**config.mk**
```make
export PLATFORM = sky130hd
export DESIGN_NAME = bitplane_to_argb_pixel_converter_unit
export DESIGN_NICKNAME = d
export VERILOG_FILES = /design/src/hw/rtl/bpargb_pkg.sv /design/src/hw/rtl/bpargb_palette.sv /design/src/hw/rtl/bpargb_seq.sv /design/src/hw/rtl/bpargb_outq.sv /design/src/hw/rtl/bitplane_to_argb_pixel_converter_unit.sv
export SDC_FILE = /design/constraint.sdc
export NUM_CORES = 1
export LEC_CHECK = 0
export BUFFER_PORTS_ARGS = -buffer_cell sky130_fd_sc_hd__buf_4
export CORE_UTILIZATION = 31
export CTS_CLUSTER_SIZE = 28
export DETAILED_ROUTE_END_ITERATION = 7
export PLACE_DENSITY = 0.47
export REMOVE_ABC_BUFFERS = 1
export SETUP_SLACK_MARGIN = 0.4
export SLEW_MARGIN = 10
export SYNTH_ARGS = -nofsm -noshare
export SYNTH_HDL_FRONTEND = slang
export SYNTH_HIERARCHICAL = 1
export SYNTH_SLANG_ARGS = --single-unit
```
**constraint.sdc**
```tcl
create_clock -name i_clk -period 13.42 [get_ports i_clk]
set_input_delay 2.013 -clock i_clk [delete_from_list [all_inputs] [get_ports i_clk]]
set_output_delay 2.013 -clock i_clk [all_outputs]
set_load 0.1 [all_outputs]
```
**src/hw/rtl/bpargb_pkg.sv**
```systemverilog
// Shared types, constants and helpers for the bitplane to ARGB converter.
`default_nettype none
package bpargb_pkg;

    localparam int PLANE_INPUTS        = 5;
    localparam int PIX_PER_GROUP       = 8;
    localparam int DEF_PALETTE_ENTRIES = 32;
    localparam int DEF_MAX_PLANES      = 5;

    localparam logic [31:0] ALPHA_OPAQUE = 32'hff000000;
    localparam logic [7:0]  NIBBLE_SCALE = 8'd17;

    typedef enum logic {
        OP_PAL_WRITE = 1'b0,
        OP_PIXELS    = 1'b1
    } t_op;

    typedef enum logic [1:0] {
        CFG_PLANE_COUNT = 2'd0,
        CFG_MASK_ENABLE = 2'd1,
        CFG_ROW_BYTES   = 2'd2,
        CFG_ROW_TOTAL   = 2'd3
    } t_cfg_idx;

    typedef struct packed {
        logic [2:0]  plane_count;
        logic        mask_enable;
        logic [15:0] row_bytes;
        logic [15:0] row_total;
    } t_cfg;

    // Palette access issued by the sequencer
    typedef struct packed {
        logic wr_en;
        logic rd_en;
        logic zero;
        logic group_last;
        logic sprite_last;
    } t_pal_ctl;

    typedef struct packed {
        logic [31:0] argb;
        logic        group_last;
        logic        sprite_last;
    } t_pix;

    // 4-bit channels scaled by 17 to 8 bits, alpha forced opaque
    function automatic logic [31:0] widen_rgb(input logic [11:0] rgb);
        logic [7:0] r;
        logic [7:0] g;
        logic [7:0] b;
        r = 8'(rgb[11:8]) * NIBBLE_SCALE;
        g = 8'(rgb[7:4]) * NIBBLE_SCALE;
        b = 8'(rgb[3:0]) * NIBBLE_SCALE;
        return ALPHA_OPAQUE | {8'h00, r, g, b};
    endfunction

endpackage
`default_nettype wire

```
**src/hw/rtl/bpargb_palette.sv**
```systemverilog
// Palette memory with per-entry valid bits and registered read.
`default_nettype none
module bpargb_palette #(
    parameter int PALETTE_ENTRIES = bpargb_pkg::DEF_PALETTE_ENTRIES,
    localparam int AW = $clog2(PALETTE_ENTRIES)
) (
    input  wire logic                 i_clk,
    input  wire logic                 i_rst_n,
    input  wire bpargb_pkg::t_pal_ctl i_ctl,
    input  wire logic [AW-1:0]        i_addr,
    input  wire logic [31:0]          i_wdata,
    output logic                      o_valid,
    output bpargb_pkg::t_pix          o_pix
);

    logic [31:0]                mem [PALETTE_ENTRIES];
    logic [PALETTE_ENTRIES-1:0] r_vld;
    logic [31:0]                r_rdata;
    logic                       r_rd_v;
    logic                       r_hit;
    logic                       r_zero;
    logic                       r_glast;
    logic                       r_slast;

    always_ff @(posedge i_clk) begin
        if (i_ctl.wr_en) begin
            mem[i_addr] <= i_wdata;
        end
        if (i_ctl.rd_en) begin
            r_rdata <= mem[i_addr];
        end
    end

    // unwritten entries read as zero
    always_ff @(posedge i_clk) begin
        if (!i_rst_n) begin
            r_vld  <= '0;
            r_rd_v <= 1'b0;
        end else begin
            if (i_ctl.wr_en) begin
                r_vld[i_addr] <= 1'b1;
            end
            r_rd_v <= i_ctl.rd_en;
        end
    end

    always_ff @(posedge i_clk) begin
        if (i_ctl.rd_en) begin
            r_hit   <= r_vld[i_addr];
            r_zero  <= i_ctl.zero;
            r_glast <= i_ctl.group_last;
            r_slast <= i_ctl.sprite_last;
        end
    end

    assign o_valid           = r_rd_v;
    assign o_pix.argb        = (r_zero || !r_hit) ? 32'h0 : r_rdata;
    assign o_pix.group_last  = r_glast;
    assign o_pix.sprite_last = r_slast;

endmodule
`default_nettype wire

```
**src/hw/rtl/bpargb_seq.sv**
```systemverilog
// Item register, pixel sequencer and sprite position counters.
`default_nettype none
module bpargb_seq #(
    parameter int PALETTE_ENTRIES = bpargb_pkg::DEF_PALETTE_ENTRIES,
    parameter int MAX_PLANES      = bpargb_pkg::DEF_MAX_PLANES,
    localparam int AW = $clog2(PALETTE_ENTRIES)
) (
    input  wire logic                   i_clk,
    input  wire logic                   i_rst_n,
    input  wire bpargb_pkg::t_cfg       i_cfg,
    input  wire logic                   i_in_valid,
    output logic                        o_in_stall,
    input  wire logic                   i_operation,
    input  wire logic [4:0]             i_palette_slot,
    input  wire logic [11:0]            i_palette_rgb,
    input  wire logic [bpargb_pkg::PLANE_INPUTS-1:0][7:0] i_plane_bytes,
    input  wire logic [7:0]             i_mask_byte,
    input  wire logic                   i_can_issue,
    output bpargb_pkg::t_pal_ctl        o_ctl,
    output logic [AW-1:0]               o_addr,
    output logic [31:0]                 o_wdata
);

    localparam int NPL = bpargb_pkg::PLANE_INPUTS;
    localparam int CW  = (AW > NPL) ? AW : NPL;
    localparam int PLANES_USED = (MAX_PLANES < NPL) ? MAX_PLANES : NPL;

    logic                  r_busy;
    bpargb_pkg::t_op       r_op;
    logic [4:0]            r_slot;
    logic [11:0]           r_rgb;
    logic [NPL-1:0][7:0]   r_planes;
    logic [7:0]            r_mask;
    logic [2:0]            r_k;
    logic                  r_final;
    logic [15:0]           r_col;
    logic [15:0]           r_row;

    logic [15:0]           n_col;
    logic [15:0]           n_row;

    logic [2:0]            w_bit;
    logic [2:0]            w_np;
    logic [NPL-1:0]        w_colour;
    logic [CW-1:0]         w_colour_ext;
    logic [CW-1:0]         w_slot_ext;
    logic                  w_in_range;
    logic                  w_slot_ok;
    logic                  w_shown;
    logic                  w_is_wr;
    logic                  w_is_rd;
    logic                  w_last_pix;
    logic                  w_done;
    logic                  w_accept;
    logic [15:0]           w_rb;
    logic [15:0]           w_rt;
    logic [16:0]           w_col_inc;
    logic [16:0]           w_row_inc;
    logic                  w_final;

    always_comb begin
        w_np = (i_cfg.plane_count == 3'd0) ? 3'd1 : i_cfg.plane_count;
        if (32'(w_np) > PLANES_USED) begin
            w_np = 3'(PLANES_USED);
        end
    end

    assign w_bit = 3'd7 - r_k;

    always_comb begin
        for (int p = 0; p < NPL; p++) begin
            w_colour[p] = (3'(p) < w_np) && r_planes[p][w_bit];
        end
    end

    assign w_colour_ext = CW'(w_colour);
    assign w_slot_ext   = CW'(r_slot);
    assign w_in_range   = 32'(w_colour) < PALETTE_ENTRIES;
    assign w_slot_ok    = 32'(r_slot) < PALETTE_ENTRIES;
    assign w_shown      = !i_cfg.mask_enable || r_mask[w_bit];

    assign w_is_wr    = r_busy && (r_op == bpargb_pkg::OP_PAL_WRITE);
    assign w_is_rd    = r_busy && (r_op == bpargb_pkg::OP_PIXELS) && i_can_issue;
    assign w_last_pix = r_k == 3'(bpargb_pkg::PIX_PER_GROUP - 1);
    assign w_done     = w_is_wr || (w_is_rd && w_last_pix);
    assign o_in_stall = r_busy && !w_done;
    assign w_accept   = i_in_valid && !o_in_stall;

    assign o_ctl.wr_en       = w_is_wr && w_slot_ok;
    assign o_ctl.rd_en       = w_is_rd;
    assign o_ctl.zero        = !w_shown || !w_in_range;
    assign o_ctl.group_last  = w_last_pix;
    assign o_ctl.sprite_last = w_last_pix && r_final;
    assign o_addr  = w_is_wr ? w_slot_ext[AW-1:0] : w_colour_ext[AW-1:0];
    assign o_wdata = bpargb_pkg::widen_rgb(r_rgb);

    // position counters, advanced when a group is taken in
    assign w_rb      = (i_cfg.row_bytes == 16'd0) ? 16'd1 : i_cfg.row_bytes;
    assign w_rt      = (i_cfg.row_total == 16'd0) ? 16'd1 : i_cfg.row_total;
    assign w_col_inc = {1'b0, r_col} + 17'd1;
    assign w_row_inc = {1'b0, r_row} + 17'd1;
    assign w_final   = (w_col_inc >= {1'b0, w_rb}) && (w_row_inc >= {1'b0, w_rt});

    always_comb begin
        n_col = w_col_inc[15:0];
        n_row = r_row;
        if (n_col >= w_rb) begin
            n_col = 16'd0;
            n_row = w_row_inc[15:0];
            if (n_row >= w_rt) begin
                n_row = 16'd0;
            end
        end
    end

    always_ff @(posedge i_clk) begin
        if (!i_rst_n) begin
            r_busy <= 1'b0;
            r_k    <= 3'd0;
            r_col  <= 16'd0;
            r_row  <= 16'd0;
        end else begin
            if (w_accept) begin
                r_busy <= 1'b1;
                r_k    <= 3'd0;
                if (i_operation == bpargb_pkg::OP_PIXELS) begin
                    r_col <= n_col;
                    r_row <= n_row;
                end
            end else if (w_done) begin
                r_busy <= 1'b0;
            end else if (w_is_rd) begin
                r_k <= r_k + 3'd1;
            end
        end
    end

    always_ff @(posedge i_clk) begin
        if (w_accept) begin
            r_op     <= bpargb_pkg::t_op'(i_operation);
            r_slot   <= i_palette_slot;
            r_rgb    <= i_palette_rgb;
            r_planes <= i_plane_bytes;
            r_mask   <= i_mask_byte;
            r_final  <= w_final;
        end
    end

endmodule
`default_nettype wire

```
**src/hw/rtl/bpargb_outq.sv**
```systemverilog
// Two-entry output queue between the palette read and the result channel.
`default_nettype none
module bpargb_outq (
    input  wire logic             i_clk,
    input  wire logic             i_rst_n,
    input  wire logic             i_push,
    input  wire bpargb_pkg::t_pix i_pix,
    output logic                  o_valid,
    input  wire logic             i_stall,
    output bpargb_pkg::t_pix      o_pix,
    output logic [1:0]            o_count
);

    bpargb_pkg::t_pix r_q [2];
    logic             r_wp;
    logic             r_rp;
    logic [1:0]       r_cnt;
    logic             w_pop;

    assign o_valid = r_cnt != 2'd0;
    assign o_pix   = r_q[r_rp];
    assign o_count = r_cnt;
    assign w_pop   = o_valid && !i_stall;

    always_ff @(posedge i_clk) begin
        if (i_push) begin
            r_q[r_wp] <= i_pix;
        end
    end

    always_ff @(posedge i_clk) begin
        if (!i_rst_n) begin
            r_wp  <= 1'b0;
            r_rp  <= 1'b0;
            r_cnt <= 2'd0;
        end else begin
            if (i_push) begin
                r_wp <= !r_wp;
            end
            if (w_pop) begin
                r_rp <= !r_rp;
            end
            r_cnt <= r_cnt + 2'(i_push) - 2'(w_pop);
        end
    end

endmodule
`default_nettype wire

```
**src/hw/rtl/bitplane_to_argb_pixel_converter_unit.sv**
```systemverilog
// Top level of the bitplane to ARGB pixel converter.
// A pixel-group item issues one palette read per pixel and yields 8 results,
// one per cycle while the output queue has room; a palette-write item yields
// nothing. The single palette read port sets that rate. A new item is taken in
// the cycle the previous one issues its last access, so groups stream back to
// back. Pixels pass the item register, palette read register and output queue.
// The palette reads as zero after reset through per-entry valid bits; there is
// no clearing pass. Register writes are expected only while the block is idle.
`default_nettype none
module bitplane_to_argb_pixel_converter_unit #(
    parameter int PALETTE_ENTRIES = bpargb_pkg::DEF_PALETTE_ENTRIES,
    parameter int MAX_PLANES      = bpargb_pkg::DEF_MAX_PLANES
) (
    input  wire logic        i_clk,
    input  wire logic        i_rst_n,
    input  wire logic        i_cfg_we,
    input  wire logic [1:0]  i_cfg_index,
    input  wire logic [15:0] i_cfg_wdata,
    input  wire logic        i_in_valid,
    output logic             o_in_stall,
    input  wire logic        i_operation,
    input  wire logic [4:0]  i_palette_slot,
    input  wire logic [11:0] i_palette_rgb,
    input  wire logic [7:0]  i_plane_byte_a,
    input  wire logic [7:0]  i_plane_byte_b,
    input  wire logic [7:0]  i_plane_byte_c,
    input  wire logic [7:0]  i_plane_byte_d,
    input  wire logic [7:0]  i_plane_byte_e,
    input  wire logic [7:0]  i_mask_byte,
    output logic             o_out_valid,
    input  wire logic        i_out_stall,
    output logic [31:0]      o_argb_pixel,
    output logic             o_group_last,
    output logic             o_sprite_last
);

    localparam int AW = $clog2(PALETTE_ENTRIES);

    bpargb_pkg::t_cfg      r_cfg;
    bpargb_pkg::t_pal_ctl  w_ctl;
    bpargb_pkg::t_pix      w_rd_pix;
    bpargb_pkg::t_pix      w_out_pix;
    logic [bpargb_pkg::PLANE_INPUTS-1:0][7:0] w_planes;
    logic [AW-1:0]         w_addr;
    logic [31:0]           w_wdata;
    logic                  w_rd_v;
    logic [1:0]            w_cnt;
    logic                  w_pop;
    logic                  w_can_issue;

    always_ff @(posedge i_clk) begin
        if (!i_rst_n) begin
            r_cfg.plane_count <= 3'd1;
            r_cfg.mask_enable <= 1'b0;
            r_cfg.row_bytes   <= 16'd1;
            r_cfg.row_total   <= 16'd1;
        end else if (i_cfg_we) begin
            unique case (bpargb_pkg::t_cfg_idx'(i_cfg_index))
                bpargb_pkg::CFG_PLANE_COUNT: r_cfg.plane_count <= i_cfg_wdata[2:0];
                bpargb_pkg::CFG_MASK_ENABLE: r_cfg.mask_enable <= i_cfg_wdata[0];
                bpargb_pkg::CFG_ROW_BYTES:   r_cfg.row_bytes   <= i_cfg_wdata;
                bpargb_pkg::CFG_ROW_TOTAL:   r_cfg.row_total   <= i_cfg_wdata;
                default: ;
            endcase
        end
    end

    assign w_planes[0] = i_plane_byte_a;
    assign w_planes[1] = i_plane_byte_b;
    assign w_planes[2] = i_plane_byte_c;
    assign w_planes[3] = i_plane_byte_d;
    assign w_planes[4] = i_plane_byte_e;

    // queued plus in-flight pixels never exceed the queue depth
    assign w_pop       = o_out_valid && !i_out_stall;
    assign w_can_issue = ({1'b0, w_cnt} + 3'(w_rd_v) - 3'(w_pop)) < 3'd2;

    bpargb_seq #(
        .PALETTE_ENTRIES (PALETTE_ENTRIES),
        .MAX_PLANES      (MAX_PLANES)
    ) u_seq (
        .i_clk          (i_clk),
        .i_rst_n        (i_rst_n),
        .i_cfg          (r_cfg),
        .i_in_valid     (i_in_valid),
        .o_in_stall     (o_in_stall),
        .i_operation    (i_operation),
        .i_palette_slot (i_palette_slot),
        .i_palette_rgb  (i_palette_rgb),
        .i_plane_bytes  (w_planes),
        .i_mask_byte    (i_mask_byte),
        .i_can_issue    (w_can_issue),
        .o_ctl          (w_ctl),
        .o_addr         (w_addr),
        .o_wdata        (w_wdata)
    );

    bpargb_palette #(
        .PALETTE_ENTRIES (PALETTE_ENTRIES)
    ) u_palette (
        .i_clk   (i_clk),
        .i_rst_n (i_rst_n),
        .i_ctl   (w_ctl),
        .i_addr  (w_addr),
        .i_wdata (w_wdata),
        .o_valid (w_rd_v),
        .o_pix   (w_rd_pix)
    );

    bpargb_outq u_outq (
        .i_clk   (i_clk),
        .i_rst_n (i_rst_n),
        .i_push  (w_rd_v),
        .i_pix   (w_rd_pix),
        .o_valid (o_out_valid),
        .i_stall (i_out_stall),
        .o_pix   (w_out_pix),
        .o_count (w_cnt)
    );

    assign o_argb_pixel  = w_out_pix.argb;
    assign o_group_last  = w_out_pix.group_last;
    assign o_sprite_last = w_out_pix.sprite_last;

    a_no_overflow: assert property (@(posedge i_clk) disable iff (!i_rst_n)
        ({1'b0, w_cnt} + 3'(w_rd_v)) <= 3'd2)
        else $error("output queue overrun");

    a_sprite_in_group: assert property (@(posedge i_clk) disable iff (!i_rst_n)
        o_out_valid && o_sprite_last |-> o_group_last)
        else $error("sprite end off a group boundary");

    a_pal_write_one_cycle: assert property (@(posedge i_clk) disable iff (!i_rst_n)
        i_in_valid && !o_in_stall && (i_operation == bpargb_pkg::OP_PAL_WRITE)
        |=> !o_in_stall)
        else $error("palette write held the input");

    a_no_read_on_write: assert property (@(posedge i_clk) disable iff (!i_rst_n)
        !(w_ctl.wr_en && w_ctl.rd_en))
        else $error("palette read and write in one cycle");

endmodule
`default_nettype wire
```
**Yosys cells after proc, flatten, opt, wreduce, memory -nomap -nowiden**

Memory sizes are Yosys's and may differ from the RTL's. A register that Yosys moved wholly into a read port is not among the register bits.
Cells that the tools add are included.

- Memories kept: 2
- Logic and storage cells: 135
- RAM bits: 836
- Input port bits: 89
- Flip-flop bits (word level): 212
- Output and inout port bits: 36

- Bitwise logic cells: 4
- Muxes and demuxes: 32
- Multipliers: 3
- Order comparisons: 14
- Reductions and logical operators: 40
- Add/subtract/negate cells: 8
- Equal/unequal tests: 4

Memory list:

| memory | depth | bits a word | read ports | clocked after Yosys merged registers in | wr ports | RTL line | source |
|---|---|---|---|---|---|---|---|
| u_palette.mem | 32 | 24 | 1 | 1 | 1 | bpargb_palette.sv:16 | `logic [31:0] mem [PALETTE_ENTRIES];` |
| u_outq.r_q | 2 | 34 | 1 | 1 | 1 | bpargb_outq.sv:14 | `bpargb_pkg::t_pix r_q [2];` |

Operators with widths:

| cell | count |
|---|---|
| two-way mux 16 bit | 4 |
| adder 16 x 1 -> 17 bit, second input constant | 2 |
| greater-or-equal comparator 17 x 16 -> 1 bit | 2 |
| greater-or-equal comparator 16 bit | 2 |
| zero test 16 bit | 2 |
| two-way mux 32 bit | 1 |
| bitwise OR 32 bit | 1 |
| multiplier 4 x 5 -> 8 bit, second input constant | 3 |
| binary-select mux 1 bit (select 3 bit) | 6 |
| two-way mux 1 bit | 16 |
| logical AND 1 bit | 15 |
| AND reduction 2 bit | 6 |
| zero test 1 bit | 8 |
| less-than comparator 1 x 3 -> 1 bit, first input constant | 2 |
| less-than comparator 2 x 3 -> 1 bit, first input constant | 2 |
| less-than comparator 5 x 6 -> 1 bit, second input constant | 1 |
| two-way mux 3 bit | 2 |
| binary-select mux 1 bit (select 5 bit) | 1 |
| demux 1 bit (select 5 bit) | 1 |
| greater-or-equal comparator 5 x 1 -> 1 bit, second input constant | 1 |
| two-way mux 5 bit | 1 |
| equality test 2 bit, second input constant | 2 |
| less-than comparator 3 x 4 -> 1 bit, second input constant | 1 |
| nonzero test 2 bit | 2 |
| 17 further kinds | 21 |

**Logic depth before layout (Yosys ltp)**

- Word-level depth: 12
- Gate-level depth with buffers: 16
- Mapped depth without buffers: 13

**Hierarchy**

The synthesis kept the hierarchy.

By module, submodules not included:

| module | cells each | area each (µm²) | instances | seq. area each (µm²) |
|---|---|---|---|---|
| bpargb_palette | 2247 | 41557.4 | 1 | 32491.2 |
| bpargb_seq | 556 | 5859.4 | 1 | 2732.6 |
| bpargb_outq | 128 | 2849.0 | 1 | 2142.1 |
| bitplane_to_argb_pixel_converter_unit | 147 | 1441.4 | 1 | 720.7 |

**Worst setup path before layout**

No wires, ideal clock.

- Path kind: input port to output port
- Start point: in i_out_stall
- End point: out o_in_stall
- Buffers on the path: 0
- Arrival: 3.699 ns
- Slack: 7.708 ns
- Required time: 11.407 ns
- Cell stages on the path: 9
- Cells stage by stage: nor2b_1 -> ha_1 -> nor2b_1 -> fa_1 -> xnor2_1 -> nor2_1 -> nand2_1 -> nand3_1 -> inv_1

- Longest elaborated chain between the ends: 9

Ends and longest elaborated chain:

| item | RTL line | source |
|---|---|---|
| start: declaration | bitplane_to_argb_pixel_converter_unit.sv:31 | `input wire logic i_out_stall,` |
| zero test 1 bit | bitplane_to_argb_pixel_converter_unit.sv:75 | `assign w_pop = o_out_valid && !i_out_stall;` |
| logical AND 1 bit | bitplane_to_argb_pixel_converter_unit.sv:75 |  |
| subtractor 3 x 1 -> 3 bit | bitplane_to_argb_pixel_converter_unit.sv:76 | `assign w_can_issue = ({1'b0, w_cnt} + 3'(w_rd_v) - 3'(w_pop)) < 3'd2;` |
| less-than comparator 3 x 2 -> 1 bit | bitplane_to_argb_pixel_converter_unit.sv:76 |  |
| net w_can_issue | bitplane_to_argb_pixel_converter_unit.sv:49 | `logic w_can_issue;` |
| logical AND 1 bit | bpargb_seq.sv:83 | `assign w_is_rd = r_busy && (r_op == bpargb_pkg::OP_PIXELS) && i_can_issue;` |
| logical AND 1 bit | bpargb_seq.sv:85 | `assign w_done = w_is_wr \|\| (w_is_rd && w_last_pix);` |
| logical OR 1 bit | bpargb_seq.sv:85 |  |
| zero test 1 bit | bpargb_seq.sv:86 | `assign o_in_stall = r_busy && !w_done;` |
| logical AND 1 bit | bpargb_seq.sv:86 |  |
| end: declaration | bitplane_to_argb_pixel_converter_unit.sv:20 | `output logic o_in_stall,` |

The timed path passes the listed nets, and every way through them passes these cells.

**Final worst setup path**

Same ends and word-level chain as after synthesis.

==> results.md <==
* Routed wire length at 130 mm
* Starting density of the core at 31.3%
* Setup Viol. Count Final at 0
* Post-route cell area at 59,800 um^2
* Synthesized flop and latch total at about 1,300
* Vias in the first global route at about 27,000
* Gr usage total at 15.3%
* Final Worst Setup Slack at 7.31 ns
* TNS Setup at 0 ns
* Unique masters post-synth at just over 70
* Port-buffer cells at 124
* PwrDens at 156 nW/um^2
* Final period util at 45.5%
* Clock Pin Slew Worst Setup and Hold Paths at around 0.060 ns
* Antenna violations before repair at 4
* Final number of hold-violating endpoints at 0
* Core Box Area at between 150,000 and 200,000 um^2
* Nets at about 3,400
* Area of the mapped netlist at 51,700 um^2
* DRC at 0
* Main synth FF type: edfxtp_1
* Critical Path Source Type: input pin
* Unrepaired setup endpoints after global routing: no
* Diode count at 0
* Cts hold-fix bufs at 0
* First-pass GRT wire length at ~190 mm
* Largest net degree at the start of global routing at between 100 and 150
* DP HPWL at 65.4 mm
* Placed cell area at 55,400 um^2
* Sequential share of the synthesized area at 73.7%
* Worst EP arrival at 4.09 ns
* Most frequent cells in the layout: 1,195 x edfxtp_1, 573 x mux2i_1, 268 x o22ai_1, 218 x buf_4, 146 x clkbuf_16
* Initial drt markers at approximately 1,900
* Final core utilization at 36.2%
* CTS root buf: clkbuf_16
* Cells after Synth at 3,078
* Critical path class: input pin to primary output
* Wirelength per Cell at 23.4 um
* Fraction of layout cells with a size suffix above 1 at 16.0%
* Ys Warns at 6
* Crit-path max FO at 4
* Vias per cell at 4.86
* Peak Freq at 164 MHz
* P_leak at slightly above 20 nW
* Post-CTS Setup Bufs at 0
* First-pass DRT Iterations at 7
* GPL Wtd Cong at 0.732
* Max Slew Vio Count at 0
* Max_slew headroom at 20.8%
* Min Tclk post-route at 6.11 ns
* IO Pins at 125
* FP Rows at 149
* Placed cell count at around 5,300
* Min-Delay Path Class: flip-flop to flip-flop
* Worst-skew pair later-pin latency at 0.77 ns
* Tot Pwr at 9.31 mW
* Mean Syn Cell Area at 16.8 um^2
* Pre-CTS setup slack at 7.29 ns
* Async SR Flop Fraction at 0%
* Die area at 168,000 um^2
* Maxcap violations at 0
* Total CTS buffers at 142
* Layout area overhead at 15.7%
* CTS HTree Levels at 4
* Vias at 27,000
* Die H at 410 um
* CTS sink cnt at 1,305
* Most common cell after layout, fill and taps aside: edfxtp_1
* Non-Filler Instances at 5,557
* CP Data Required Time at 11.41 ns
* Die width at 410 um
* Post-synth EDFFs at 1,195
* Global route overflow at 0
* Worst hold slack at 0.444 ns
* Maximum vdd drop at 0.000109 V
* Endpoint class of the critical path: primary output
* CTS tree: yes
* Post-DRT Antenna Nets at 0
* Status: finished, final reports clean
* Post-cts resize count at 0
* Clock Tree Buf Depth at 3
* Worst-Margin Slew at roughly 1.2 ns
* Clock skew at 0.0426 ns
## kinds of logic (layout without fill, tap and decap cells)
family	count (synthesis)	after routing	share of synthesized area, %
flip-flops	1305	1305	73.7
other	1	8	0.00725
XOR/XNOR	28	28	0.501
multiplexers	620	620	12.6
AND/OR/NAND/NOR	456	456	4.75
buffers and inverters	237	520	2.56
AO/OA/AOI/OAI	391	391	4.94
adder cells (fa/ha/maj)	40	40	0.982
## power by group
| part | total (mW) | internal [mW] | switching (mW) |
|---|---|---|---|
| clock | 3.75 | 2.16 | 1.59 |
| combinational | 1.01 | 0.333 | 0.673 |
| sequential | 4.56 | 4.52 | 0.0325 |
| total | 9.31 | 7.01 | 2.29 |
## cell usage after synthesis, drive strengths merged (37+ instances only)
| cell | n | area, um^2 |
|---|---|---|
| edfxtp | 1195 | 35900 |
| mux2i | 573 | 5740 |
| o22ai | 268 | 1680 |
| buf | 140 | 957 |
| nand2 | 130 | 488 |
| dfxtp | 110 | 2200 |
| nor4 | 75 | 475 |
| clkbuf | 53 | 200 |
| nor2 | 49 | 184 |
| nand3 | 47 | 245 |
| inv | 44 | 165 |
| and2 | 42 | 263 |
| ha | 39 | 488 |
| o21a | 37 | 278 |
## per-layer routing
layer / track usage (%) / wire length (um) / part of all wire (%)
met2: 25.3 / 62800 / 48
met3: 2.27 / 4710 / 3.6
met5: 0 / 0 / 0
met1: 20.8 / 60200 / 46
met4: 4.50 / 2600 / 2.0
## state kept, by name, summed over array words and instances (netlist names), 2 cells and up, named ones only
register and count:
u_seq/r_row 16, u_seq/r_col 16, u_palette/mem 1024, u_outq/o_count 2, u_palette/r_rdata 32, u_outq/r_q 68
u_seq/r_k 3, u_seq/r_rgb 12, u_seq/r_planes 40, u_seq/r_mask 8, u_palette/r_vld 32, r_cfg 36
u_seq/r_slot 5
## final cells by class
cell class                      count  area, um^2
Clock buffer                      185        3830
Clock inverter                     70         622
Fill cell                       15500      106000
Inverter                           44         165
Multi-Input combinational cell   1543       12700
Sequential cell                  1305       38100
Tap cell                         2189        2740
Timing Repair Buffer              221        1700
## worst max-delay path: stages
cell	delay, ns
buf_4	0.12
nor2b_1	0.11
ha_1	0.23
nor2b_1	0.15
fa_1	0.43
nor2_1	0.46
nand2_1	0.11
nand3_1	0.16
inv_1	0.08
buf_4	0.23
## worst paths after layout
kind	start	end	slack, ns	cells past startpoint
max	i_out_stall	o_in_stall	7.31	10
min	u_palette/r_glast$_DFFE_PP_	u_outq/r_q[0][1]$_DFFE_PP_	0.44	0
max reg2reg	u_seq/r_k[1]$_SDFFE_PP0P_	u_palette/r_rdata[30]$_DFFE_PP_	7.90	10
min reg2reg	u_palette/r_glast$_DFFE_PP_	u_outq/r_q[0][1]$_DFFE_PP_	0.44	0
(Power assumes the default switching activity.)
